$ cat src/pcma_pkg.sv
`timescale 1ns / 1ps
// ----------------------------------------------------------------------------
// Per-channel moving average package
// Shared widths, parameter defaults and the control state type.
// ----------------------------------------------------------------------------
package pcma_pkg;

  // Fixed field widths of the sample and result words.
  localparam int TAG_W    = 4;
  localparam int SAMPLE_W = 12;
  localparam int FILT_W   = 13;

  // Largest value the filtered output can carry; larger results saturate.
  localparam logic [FILT_W-1:0] VALUE_MAX = {FILT_W{1'b1}};

  // Defaults for the top-level parameters.
  localparam int CHANNELS_DEF    = 16;
  localparam int WINDOW_BITS_DEF = 4;
  localparam int EXTRA_BITS_DEF  = 1;
  localparam int SAMPLE_BITS_DEF = 12;

  typedef enum logic [1:0] {
    ST_IDLE,
    ST_UPDATE,
    ST_DIVIDE,
    ST_FINISH
  } state_t;

endpackage

$ cat src/pcma_if.sv
`timescale 1ns / 1ps
// ----------------------------------------------------------------------------
// Per-channel moving average channel interfaces
// Valid/ready channels for samples, results and the setup register.
// ----------------------------------------------------------------------------
interface pcma_sample_if;
  logic                          valid;
  logic                          ready;
  logic [pcma_pkg::TAG_W-1:0]    channel_tag;
  logic [pcma_pkg::SAMPLE_W-1:0] sample_value;

  modport source (output valid, channel_tag, sample_value, input ready);
  modport sink   (input valid, channel_tag, sample_value, output ready);
endinterface

interface pcma_result_if;
  logic                        valid;
  logic                        ready;
  logic [pcma_pkg::TAG_W-1:0]  out_channel;
  logic [pcma_pkg::FILT_W-1:0] filtered_value;
  logic                        window_full;

  modport source (output valid, out_channel, filtered_value, window_full, input ready);
  modport sink   (input valid, out_channel, filtered_value, window_full, output ready);
endinterface

interface pcma_setup_if;
  logic valid;
  logic ready;
  logic high_res_mode;

  modport source (output valid, high_res_mode, input ready);
  modport sink   (input valid, high_res_mode, output ready);
endinterface

$ cat src/pcma_divider.sv
`timescale 1ns / 1ps
// ----------------------------------------------------------------------------
// Bit-serial restoring divider
// Produces one quotient bit per cycle; done pulses when the quotient is final.
// ----------------------------------------------------------------------------
module pcma_divider #(
  parameter int NUM_W = 16,
  parameter int DEN_W = 5
) (
  input  logic             clk,
  input  logic             rst,
  input  logic             start,
  input  logic [NUM_W-1:0] dividend,
  input  logic [DEN_W-1:0] divisor,
  output logic             done,
  output logic [NUM_W-1:0] quotient
);

  localparam int CNT_W = $clog2(NUM_W + 1);

  logic [NUM_W-1:0] quo;
  logic [DEN_W-1:0] rem;
  logic [DEN_W-1:0] dsr;
  logic [CNT_W-1:0] count;
  logic [DEN_W:0]   trial;
  logic [DEN_W:0]   diff;
  logic             ge;

  // The dividend shifts out of the top of quo while quotient bits enter below.
  assign trial = {rem, quo[NUM_W-1]};
  assign diff  = trial - {1'b0, dsr};
  assign ge    = trial >= {1'b0, dsr};

  always_ff @(posedge clk) begin
    if (rst) begin
      count <= '0;
      done  <= 1'b0;
    end else begin
      done <= 1'b0;
      if (start) begin
        count <= CNT_W'(NUM_W);
      end else if (count != '0) begin
        count <= count - CNT_W'(1);
        done  <= (count == CNT_W'(1));
      end
    end
  end

  always_ff @(posedge clk) begin
    if (start) begin
      quo <= dividend;
      rem <= '0;
      dsr <= divisor;
    end else if (count != '0) begin
      quo <= {quo[NUM_W-2:0], ge};
      rem <= ge ? diff[DEN_W-1:0] : trial[DEN_W-1:0];
    end
  end

  assign quotient = quo;

endmodule

$ cat src/pcma_history.sv
`timescale 1ns / 1ps
// ----------------------------------------------------------------------------
// Sample history memory
// One write port and one read port with registered read data.
// ----------------------------------------------------------------------------
module pcma_history #(
  parameter int DEPTH  = 256,
  parameter int ADDR_W = 8,
  parameter int DATA_W = 12
) (
  input  logic              clk,
  input  logic              wr_en,
  input  logic [ADDR_W-1:0] wr_addr,
  input  logic [DATA_W-1:0] wr_data,
  input  logic              rd_en,
  input  logic [ADDR_W-1:0] rd_addr,
  output logic [DATA_W-1:0] rd_data
);

  logic [DATA_W-1:0] mem [DEPTH];

  always_ff @(posedge clk) begin
    if (wr_en) begin
      mem[wr_addr] <= wr_data;
    end
  end

  always_ff @(posedge clk) begin
    if (rd_en) begin
      rd_data <= mem[rd_addr];
    end
  end

endmodule

$ cat src/per_channel_moving_average_top.sv
`timescale 1ns / 1ps
// ----------------------------------------------------------------------------
// Per-channel moving average
// Flow: an accepted sample goes through the update state, then, while the
// channel window is still filling, the divide state, where the bit-serial
// divider gives one quotient bit a cycle, and then the finish state, which
// moves the result into the output register once that register is free.
// A new sample is accepted only after the last result is in the output register.
// Reset (rst, synchronous) empties every channel at once; no clearing pass.
// ----------------------------------------------------------------------------
module per_channel_moving_average_top #(
  parameter int CHANNELS    = pcma_pkg::CHANNELS_DEF,
  parameter int WINDOW_BITS = pcma_pkg::WINDOW_BITS_DEF,
  parameter int EXTRA_BITS  = pcma_pkg::EXTRA_BITS_DEF,
  parameter int SAMPLE_BITS = pcma_pkg::SAMPLE_BITS_DEF
) (
  input  logic           clk,
  input  logic           rst,
  pcma_sample_if.sink    sample,
  pcma_result_if.source  result,
  pcma_setup_if.sink     setup
);

  // Only the low SAMPLE_BITS of the 12-bit sample field take part.
  localparam int SMP_W    = (SAMPLE_BITS < pcma_pkg::SAMPLE_W) ? SAMPLE_BITS
                                                               : pcma_pkg::SAMPLE_W;
  localparam int WIN_LEN  = 1 << WINDOW_BITS;
  localparam int SUM_W    = SMP_W + WINDOW_BITS;
  localparam int FILL_W   = WINDOW_BITS + 1;
  localparam int CH_W     = (CHANNELS > 1) ? $clog2(CHANNELS) : 1;
  localparam int DEPTH    = CHANNELS * WIN_LEN;
  localparam int ADDR_W   = $clog2(DEPTH);
  localparam int HR_SHIFT = (WINDOW_BITS > EXTRA_BITS) ? WINDOW_BITS - EXTRA_BITS : 0;
  localparam int EXT_W    = (SUM_W > pcma_pkg::FILT_W) ? SUM_W : pcma_pkg::FILT_W;

  pcma_pkg::state_t state;
  pcma_pkg::state_t state_next;

  // Setup register. Writes must only arrive while the block is idle; the block does not enforce this.
  logic high_res;

  // Per-channel bookkeeping, small enough to live in flip-flops so reset
  // empties every channel at once.
  logic [SUM_W-1:0]       sum_reg  [CHANNELS];
  logic [WINDOW_BITS-1:0] slot_reg [CHANNELS];
  logic [FILL_W-1:0]      fill_reg [CHANNELS];

  // The sample being processed.
  logic [CH_W-1:0]  cur_ch;
  logic [SMP_W-1:0] cur_smp;

  // Finished result waiting to be moved into the output register.
  logic [pcma_pkg::FILT_W-1:0] res_value;
  logic                        res_full;

  // Output register.
  logic                        out_valid;
  logic [pcma_pkg::TAG_W-1:0]  out_ch;
  logic [pcma_pkg::FILT_W-1:0] out_value;
  logic                        out_full;

  logic                   accept;
  logic                   tag_ok;
  logic [CH_W-1:0]        tag_ch;
  logic [ADDR_W-1:0]      rd_addr;
  logic [ADDR_W-1:0]      wr_addr;
  logic [SMP_W-1:0]       hist_rd;
  logic                   hist_wr;
  logic                   was_full;
  logic [SMP_W-1:0]       old_smp;
  logic [SUM_W-1:0]       new_sum;
  logic [FILL_W-1:0]      fill_inc;
  logic [SUM_W-1:0]       shifted;
  logic                   div_start;
  logic                   div_done;
  logic [SUM_W-1:0]       div_quot;
  logic [SUM_W-1:0]       sat_in;
  logic [EXT_W-1:0]       sat_ext;
  logic [pcma_pkg::FILT_W-1:0] sat_value;
  logic                   load;

  // ---------------------------------------------------------------------------
  // Input side. A sample is taken only when the engine is idle. A word whose
  // tag names a channel that does not exist is consumed and then dropped
  // without touching any channel state and without a result.
  // ---------------------------------------------------------------------------
  assign sample.ready = (state == pcma_pkg::ST_IDLE);
  assign accept       = sample.valid && sample.ready;
  assign tag_ok       = {1'b0, sample.channel_tag} < (pcma_pkg::TAG_W + 1)'(CHANNELS);
  assign tag_ch       = CH_W'(sample.channel_tag);

  // The history is one memory of CHANNELS rows, each a circular window.
  // The entry read at accept is the slot about to be overwritten.
  assign rd_addr = ADDR_W'({tag_ch, slot_reg[tag_ch]});
  assign wr_addr = ADDR_W'({cur_ch, slot_reg[cur_ch]});
  assign hist_wr = (state == pcma_pkg::ST_UPDATE);

  pcma_history #(
    .DEPTH  (DEPTH),
    .ADDR_W (ADDR_W),
    .DATA_W (SMP_W)
  ) u_history (
    .clk     (clk),
    .wr_en   (hist_wr),
    .wr_addr (wr_addr),
    .wr_data (cur_smp),
    .rd_en   (accept),
    .rd_addr (rd_addr),
    .rd_data (hist_rd)
  );

  // ---------------------------------------------------------------------------
  // Running-sum update. Slots are written in order from zero, so an entry has
  // been written before only when the window is already full; otherwise the
  // departing sample counts as zero, which stands in for the reset contents.
  // ---------------------------------------------------------------------------
  assign was_full = (fill_reg[cur_ch] == FILL_W'(WIN_LEN));
  assign old_smp  = was_full ? hist_rd : '0;
  assign new_sum  = SUM_W'(({1'b0, sum_reg[cur_ch]} + (SUM_W + 1)'(cur_smp))
                           - (SUM_W + 1)'(old_smp));
  assign fill_inc = fill_reg[cur_ch] + FILL_W'(1);

  // Full window: a plain shift, wider by EXTRA_BITS in high-resolution mode.
  assign shifted = high_res ? (new_sum >> HR_SHIFT) : (new_sum >> WINDOW_BITS);

  // Filling window: the sum is divided by the new fill count, one bit a cycle.
  assign div_start = (state == pcma_pkg::ST_UPDATE) && !was_full;

  pcma_divider #(
    .NUM_W (SUM_W),
    .DEN_W (FILL_W)
  ) u_divider (
    .clk      (clk),
    .rst      (rst),
    .start    (div_start),
    .dividend (new_sum),
    .divisor  (fill_inc),
    .done     (div_done),
    .quotient (div_quot)
  );

  // Both paths share one saturating stage that clamps to the output width.
  assign sat_in    = (state == pcma_pkg::ST_UPDATE) ? shifted : div_quot;
  assign sat_ext   = EXT_W'(sat_in);
  assign sat_value = (sat_ext > EXT_W'(pcma_pkg::VALUE_MAX)) ? pcma_pkg::VALUE_MAX
                                                             : pcma_pkg::FILT_W'(sat_ext);

  // The result moves to the output register once that register is free or
  // its word is being taken in the same cycle.
  assign load = (state == pcma_pkg::ST_FINISH) && (!out_valid || result.ready);

  // ---------------------------------------------------------------------------
  // Control sequence: idle, update the channel, divide while filling, then
  // hand the result to the output register.
  // ---------------------------------------------------------------------------
  always_comb begin
    state_next = state;
    case (state)
      pcma_pkg::ST_IDLE: begin
        if (accept && tag_ok) begin
          state_next = pcma_pkg::ST_UPDATE;
        end
      end
      pcma_pkg::ST_UPDATE: begin
        state_next = was_full ? pcma_pkg::ST_FINISH : pcma_pkg::ST_DIVIDE;
      end
      pcma_pkg::ST_DIVIDE: begin
        if (div_done) begin
          state_next = pcma_pkg::ST_FINISH;
        end
      end
      pcma_pkg::ST_FINISH: begin
        if (load) begin
          state_next = pcma_pkg::ST_IDLE;
        end
      end
      default: begin
        state_next = pcma_pkg::ST_IDLE;
      end
    endcase
  end

  always_ff @(posedge clk) begin
    if (rst) begin
      state <= pcma_pkg::ST_IDLE;
    end else begin
      state <= state_next;
    end
  end

  // Setup register; the port never stalls.
  assign setup.ready = 1'b1;

  always_ff @(posedge clk) begin
    if (rst) begin
      high_res <= 1'b0;
    end else if (setup.valid && setup.ready) begin
      high_res <= setup.high_res_mode;
    end
  end

  // Per-channel state: cleared by reset, updated once per accepted sample with a valid tag.
  always_ff @(posedge clk) begin
    if (rst) begin
      for (int i = 0; i < CHANNELS; i++) begin
        sum_reg[i]  <= '0;
        slot_reg[i] <= '0;
        fill_reg[i] <= '0;
      end
    end else if (state == pcma_pkg::ST_UPDATE) begin
      sum_reg[cur_ch]  <= new_sum;
      slot_reg[cur_ch] <= slot_reg[cur_ch] + WINDOW_BITS'(1);
      if (!was_full) begin
        fill_reg[cur_ch] <= fill_inc;
      end
    end
  end

  // Payload registers of the word in flight.
  always_ff @(posedge clk) begin
    if (accept) begin
      cur_ch  <= tag_ch;
      cur_smp <= sample.sample_value[SMP_W-1:0];
    end
    if (state == pcma_pkg::ST_UPDATE) begin
      res_full <= was_full;
      if (was_full) begin
        res_value <= sat_value;
      end
    end else if ((state == pcma_pkg::ST_DIVIDE) && div_done) begin
      res_value <= sat_value;
    end
  end

  // ---------------------------------------------------------------------------
  // Output register. It holds a finished word while the next sample is taken
  // and processed, so the sink may stall without blocking the input.
  // ---------------------------------------------------------------------------
  always_ff @(posedge clk) begin
    if (rst) begin
      out_valid <= 1'b0;
    end else if (load) begin
      out_valid <= 1'b1;
    end else if (result.ready) begin
      out_valid <= 1'b0;
    end
  end

  always_ff @(posedge clk) begin
    if (load) begin
      out_ch    <= pcma_pkg::TAG_W'(cur_ch);
      out_value <= res_value;
      out_full  <= res_full;
    end
  end

  assign result.valid          = out_valid;
  assign result.out_channel    = out_ch;
  assign result.filtered_value = out_value;
  assign result.window_full    = out_full;

endmodule

$ cat src/flat_wrapper.sv
// flat-port wrapper written by rule: the top's interface ports become plain ports
module per_channel_moving_average_top_flat 
#(
  parameter int CHANNELS    = pcma_pkg::CHANNELS_DEF,
  parameter int WINDOW_BITS = pcma_pkg::WINDOW_BITS_DEF,
  parameter int EXTRA_BITS  = pcma_pkg::EXTRA_BITS_DEF,
  parameter int SAMPLE_BITS = pcma_pkg::SAMPLE_BITS_DEF
)
  (clk, rst, sample_valid, sample_channel_tag, sample_sample_value, sample_ready, result_valid, result_out_channel, result_filtered_value, result_window_full, result_ready, setup_valid, setup_high_res_mode, setup_ready);
  pcma_sample_if sample_i ();
  pcma_result_if result_i ();
  pcma_setup_if setup_i ();
  input  logic clk;
  input  logic rst;
  input wire logic [$bits(sample_i.valid)-1:0] sample_valid;
  input wire logic [$bits(sample_i.channel_tag)-1:0] sample_channel_tag;
  input wire logic [$bits(sample_i.sample_value)-1:0] sample_sample_value;
  output wire logic [$bits(sample_i.ready)-1:0] sample_ready;
  output wire logic [$bits(result_i.valid)-1:0] result_valid;
  output wire logic [$bits(result_i.out_channel)-1:0] result_out_channel;
  output wire logic [$bits(result_i.filtered_value)-1:0] result_filtered_value;
  output wire logic [$bits(result_i.window_full)-1:0] result_window_full;
  input wire logic [$bits(result_i.ready)-1:0] result_ready;
  input wire logic [$bits(setup_i.valid)-1:0] setup_valid;
  input wire logic [$bits(setup_i.high_res_mode)-1:0] setup_high_res_mode;
  output wire logic [$bits(setup_i.ready)-1:0] setup_ready;
  assign sample_i.valid = sample_valid;
  assign sample_i.channel_tag = sample_channel_tag;
  assign sample_i.sample_value = sample_sample_value;
  assign sample_ready = sample_i.ready;
  assign result_valid = result_i.valid;
  assign result_out_channel = result_i.out_channel;
  assign result_filtered_value = result_i.filtered_value;
  assign result_window_full = result_i.window_full;
  assign result_i.ready = result_ready;
  assign setup_i.valid = setup_valid;
  assign setup_i.high_res_mode = setup_high_res_mode;
  assign setup_ready = setup_i.ready;
  per_channel_moving_average_top #(.CHANNELS(CHANNELS), .WINDOW_BITS(WINDOW_BITS), .EXTRA_BITS(EXTRA_BITS), .SAMPLE_BITS(SAMPLE_BITS)) u_core (.clk(clk), .rst(rst), .sample(sample_i), .result(result_i), .setup(setup_i));
endmodule
$ cat config.mk
export PLATFORM = sky130hd
export DESIGN_NAME = per_channel_moving_average_top_flat
export DESIGN_NICKNAME = d
export VERILOG_FILES = /design/src/pcma_pkg.sv /design/src/pcma_if.sv /design/src/pcma_divider.sv /design/src/pcma_history.sv /design/src/per_channel_moving_average_top.sv /design/src/flat_wrapper.sv
export SDC_FILE = /design/constraint.sdc
export NUM_CORES = 2
export LEC_CHECK = 0
export BUFFER_PORTS_ARGS = -buffer_cell sky130_fd_sc_hd__buf_2
export CORE_ASPECT_RATIO = 1.5
export CORE_MARGIN = 2
export CORE_UTILIZATION = 50
export DETAILED_ROUTE_END_ITERATION = 16
export PLACE_DENSITY = 0.65
export SYNTH_ARGS = -nofsm -noshare
export SYNTH_HDL_FRONTEND = slang
export SYNTH_SLANG_ARGS = --single-unit
$ cat constraint.sdc
create_clock -name clk -period 16.8 [get_ports clk]
set_input_delay 0.84 -clock clk [delete_from_list [all_inputs] [get_ports clk]]
set_output_delay 0.84 -clock clk [all_outputs]
set_load 0.02 [all_outputs]
; ---- After elaboration in Yosys (flattened, before gate mapping)
; Memory sizes are Yosys's and may differ from the RTL's. A register that Yosys moved wholly into a read port is not among the register bits.
; Index checks and enable logic that the tools add are counted.
[classes]
mux = 41
order_cmp = 2
n_reduce_logical = 19
addsub = 6
n_bitwise = 1
eq_ne = 9
[ops]
columns = cell, n
row1 = $mux W13, 5
row2 = $mux W16, 4
row3 = $mux W4, 7
row4 = $mux W5, 4
row5 = $add A16 B12 Y16, 1
row6 = $gt A16 B13 Y1 const B, 1
row7 = $mux W1, 16
row8 = $reduce_or A16 Y1, 1
row9 = $sub A16 B12 Y16, 1
row10 = $mux W12, 1
row11 = $pmux W2 S4, 1
row12 = $ge A6 B5 Y1, 1
row13 = $mux W2, 3
row14 = $ne A2 B2 Y1 const B, 3
row15 = $reduce_bool A2 Y1, 3
row16 = $add A5 B1 Y5 const B, 1
row17 = $eq A5 B1 Y1 const B, 1
row18 = $eq A5 B5 Y1 const B, 1
row19 = $reduce_bool A5 Y1, 1
row20 = $reduce_or A5 Y1, 1
row21 = $sub A5 B1 Y5 const B, 1
row22 = $sub A5 B5 Y5, 1
row23 = $add A4 B1 Y4 const B, 1
row24 = $eq A2 B2 Y1 const B, 2
row25 = other kinds (12), 16
[word_totals]
output_inout_bits = 21
ram_bits = 3472
regBits = 84
elab_cells = 98
n_memories = 4
in_bits = 22
[mem_list]
columns = memory, depth, word_bits, read_ports, rd_clocked_by_memory_dff, wr, line_no
row1 = u_core.u_history.mem, 256, 12, 1, 1, 1, pcma_history.sv:20  ; logic [DATA_W-1:0] mem [DEPTH];
row2 = u_core.sum_reg, 16, 16, 1, 1, 16, per_channel_moving_average_top.sv:44  ; logic [SUM_W-1:0] sum_reg [CHANNELS];
row3 = u_core.fill_reg, 16, 5, 1, 1, 16, per_channel_moving_average_top.sv:46  ; logic [FILL_W-1:0] fill_reg [CHANNELS];
row4 = u_core.slot_reg, 16, 4, 2, 1, 16, per_channel_moving_average_top.sv:45  ; logic [WINDOW_BITS-1:0] slot_reg [CHANNELS];

; ---- Depth between registers and ports, before layout
[depth]
ltp_word = 9
mapped_depth = 29

; ---- Modules after synthesis
; Synthesis repeated with hierarchy kept, for this count alone.
[unflattened]
hier_cells = 7127
hier_area_um2 = 141787.2
[by_module_without_submodules]
columns = module, area_each_um2, seq_area_each_um2, instances, cells_per_inst
row1 = pcma_history, 118752.6, 92608.8, 1, 5506
row2 = per_channel_moving_average_top, 21488.1, 13613.1, 1, 1498
row3 = pcma_divider, 1546.5, 850.8, 1, 123

; ---- Worst setup path after synthesis
; Ideal clock, no wire load.
[synth_path]
path_type = flip-flop to flip-flop
from = register u_core.cur_smp[1]
to = memory u_core.sum_reg[0][13] (netlist name) (data pin)
arrival_ns = 6.441
path_stages_with_launch = 15
t_required_ns = 16.534
setup_slack_ns = 10.093
path_buffers = 1
path_cell_list = edfxtp_1 inv_1 fa_1 inv_1 ha_1 a21o_1 a21oi_1 o21a_1 o31ai_1 o211ai_1 nand2b_1 a21oi_1 xor2_1 clkbuf_1 nor2_1
[synth_rtl]
columns = item, line_no
row1 = start: declaration, per_channel_moving_average_top.sv:50  ; logic [SMP_W-1:0] cur_smp;
row2 = start signal: assignment, per_channel_moving_average_top.sv:223  ; cur_smp <= sample.sample_value[SMP_W-1:0];
row3 = end: declaration, per_channel_moving_average_top.sv:44

==> metrics.cfg <==
[power]
power.leakage_nw = 52.6
ir_drop_uv = 178
powerDensity_nw_per_um2 = 146

[sta]
tightest_slew_ns = 1.75
maxSlewViolCount = 8
finalHoldViolations = 0
rsz0062_at_grt = no
fmax_ghz = 0.127
setup_ws_ns = 8.90
setup_viol = 0
fin_skew_ns = 0.0770
fin_crit_sh = 0.470
min_period_ns = 7.90
setup_tns_ns = 0
timing.hold.ws_ns = 0.149
slew_headroom = -0.165

[detailed_routing]
ant_nets = 0
routed_wl_um = 424000
via_per_inst = 6.25
routedWlPerCell_um = 29.8
firstDrtPassIters = 14
drt_iter0_markers = 11300
drc = 0
dr_total_vias = 89000

[finish]
final_nets = 10200
fillers = 22300
drive_gt1_frac = 0.102
stdcell_count = 14200
areaGrowthSynthToFinish_pct = 10.4
largest_reg_flops = 3072

[cts]
clk_latency_ns = 0.90
cts_setup_buffers = 0
root_buffer = clkbuf_16
cts_tree = done
clock_path_buffers = 4
cts_buffers = 324
hold_buffers = 0
cts_resized = 0
clkTransAtPathRegs_ns = 0.07
cts_max_level = 5
clock-sinks = 3572

[yosys]
synth_common_cells = edfxtp_1, nand2_1, nand3_1
synth_area_leaders = edfxtp_1, nand2_1, nand3_1
synth_ff_type = edfxtp_1
syn_nets = 10200
yosys_register_bits = 3572
yosysSeqAreaShare = 0.747
synth_most_common_cell = edfxtp_1
syn_area_per_cell_um2 = 14.1
synth_warnings = 0
synth_edf_count = 3553
yosysTopAreaCell = edfxtp_1
synth_top_area_frac = 0.744
synth_cells = 10200
synth_cell_types = 65
synthArstFlopShare = 0
syn_area_um2 = 143000

[floorplan]
pin_count = 43
rows = 240
initial_core_util = 0.503
die_h_um = 660
die_x_um = 441
core_area_um2 = 285000
die_area_um2 = 291000

[global_route]
antenna_found_initial = 43
gr-total-overflow = 0
grt_max_degree = 177
grt_pass1_wl_um = 604000
grt_pass1_vias = 85800
track_usage = 0.286

[run]
maxCapViolCount = 2

[placement]
placedCellCount = 13600
gp_congestion = 0.916
place_hpwl_um = 257000
dpl_worst_slack_ns = 8.31
io_buffer_count = 41

[outcome]
status = complete, but fails checks
failed_checks = max-capacitance violations, max-slew violations

[critical_path]
cp.required_ns = 17.39
worstPathMaxFanout = 53
crit_type = flip-flop to flip-flop
worstSetupEndpointType = flip-flop
crit_path_start_kind = flip-flop
cp.arrival_ns = 8.49

[min_path]
hold_class = primary input to flip-flop

==> power by group <==
group | leakage [nW] | switching, mW | internal, mW | total, mW
Sequential | 32.7 | 0.164 | 10.5 | 10.6
Clock | 4.97 | 3.22 | 4.02 | 7.24
Combinational | 15.0 | 3.88 | 1.33 | 5.20
Total | 52.6 | 7.27 | 15.8 | 23.1
==> per-stage QoR <==
step                      instance area (µm²)   util  power [mW]
final                                  158000  0.556        23.1
after global routing                   158000  0.556        23.7
after CTS                              158000  0.555        23.0
after detailed placement               148000  0.520        15.9
after global placement                 148000  0.519        15.8
after floorplan                        143000      -        13.9
==> cells by family (layout without fill, tap and decap cells) <==
| kind of cell | after synthesis | in the layout | share of synthesized area |
|---|---|---|---|
| AOI/OAI and AO/OA | 907 | 907 | 0.0468 |
| and+or+nand+nor | 4353 | 4353 | 0.130 |
| DFF | 3572 | 3572 | 0.747 |
| buffers and inverters | 777 | 1024 | 0.0235 |
| adders and majority gates | 46 | 46 | 0.00470 |
| muxes | 497 | 497 | 0.0470 |
| other | 1 | 62 | 0.0000262 |
| xor gates and xnor gates | 23 | 23 | 0.00140 |
==> critical path: stages, from the launching register on <==
cell and delay [ns]:
dfxtp_4 0.83, buf_4 0.77, mux4_2 0.41, mux4_2 0.53, inv_1 0.13, ha_1 0.15, nand3_1 0.59, inv_1 0.57
and2_1 0.20, fa_1 0.40, inv_1 0.06, ha_1 0.25, a21oi_1 0.17, o21bai_1 0.11, a21o_1 0.21, a31o_2 0.27
a211oi_1 0.49, or4_1 0.21, and4_1 0.71, mux2_2 0.30, a21oi_1 0.08
==> layer usage <==
| layer | part of all wire | vias up | GRT usage |
|---|---|---|---|
| met4 | 0.071 | 12 | 0.179 |
| li1 | - | 37900 | - |
| met2 | 0.50 | 5002 | 0.479 |
| met3 | 0.089 | 1066 | 0.0457 |
| met1 | 0.34 | 45000 | 0.346 |
| met5 | 0.00018 | - | 0 |
==> layout make-up <==
cell class                 instances  area (µm²)  area share
antenna                           61         153    0.000964
clock buffer                     391        8560      0.0541
clock inverter                   182        1540     0.00975
inverter                          73         274     0.00173
multi-input combinational       5827       33200       0.209
sequential                      3572      107000       0.676
tap                             3751        4690      0.0296
timing repair buffer             378        2870      0.0181
==> placed cells by master, fill, tap and decap left out, types with 22 or more instances in the layout <==
cell       synthesis  routed
nand4_1          126     126
nand2_1         2403    2386
a32oi_1          236     236
a32o_1            54      54
clkinv_2           0      59
or4_1             28      28
diode_2            0      61
inv_1             72      71
nor3_1            28      28
clkinv_1           1      77
a221oi_1          33      33
a311oi_1          27      27
o21ai_0          110     107
a211oi_1          53      51
and3_1           114     114
nand3_1          781     781
bufinv_16          0      25
a311o_1           22      22
and2_1            48      47
nor2_1           702     685
a31oi_1          225     225
ha_1              33      33
mux4_2           139     139
buf_2            247      41
a221o_1           24      23
edfxtp_1        3553    3553
a21oi_1           78      76
buf_4             33     325
mux2_2            22      22
clkbuf_16          0     333
mux2i_1          336     336
clkbuf_1         330      57
==> final timing paths <==
| path | from | end | slack (ns) | cells after the start |
|---|---|---|---|---|
| setup reg to reg | flip-flop | u_core.res_value[11] | 8.90 | 20 |
| hold reg to reg | u_core.res_value[3] | u_core.result.filtered_value[3] | 0.42 | 0 |
| hold / removal | sample_sample_value[1] | u_core.cur_smp[1] | 0.15 | 1 |
| setup / recovery | flip-flop | u_core.res_value[11] | 8.90 | 20 |
Note: power is estimated with default switching activity, not from simulation.
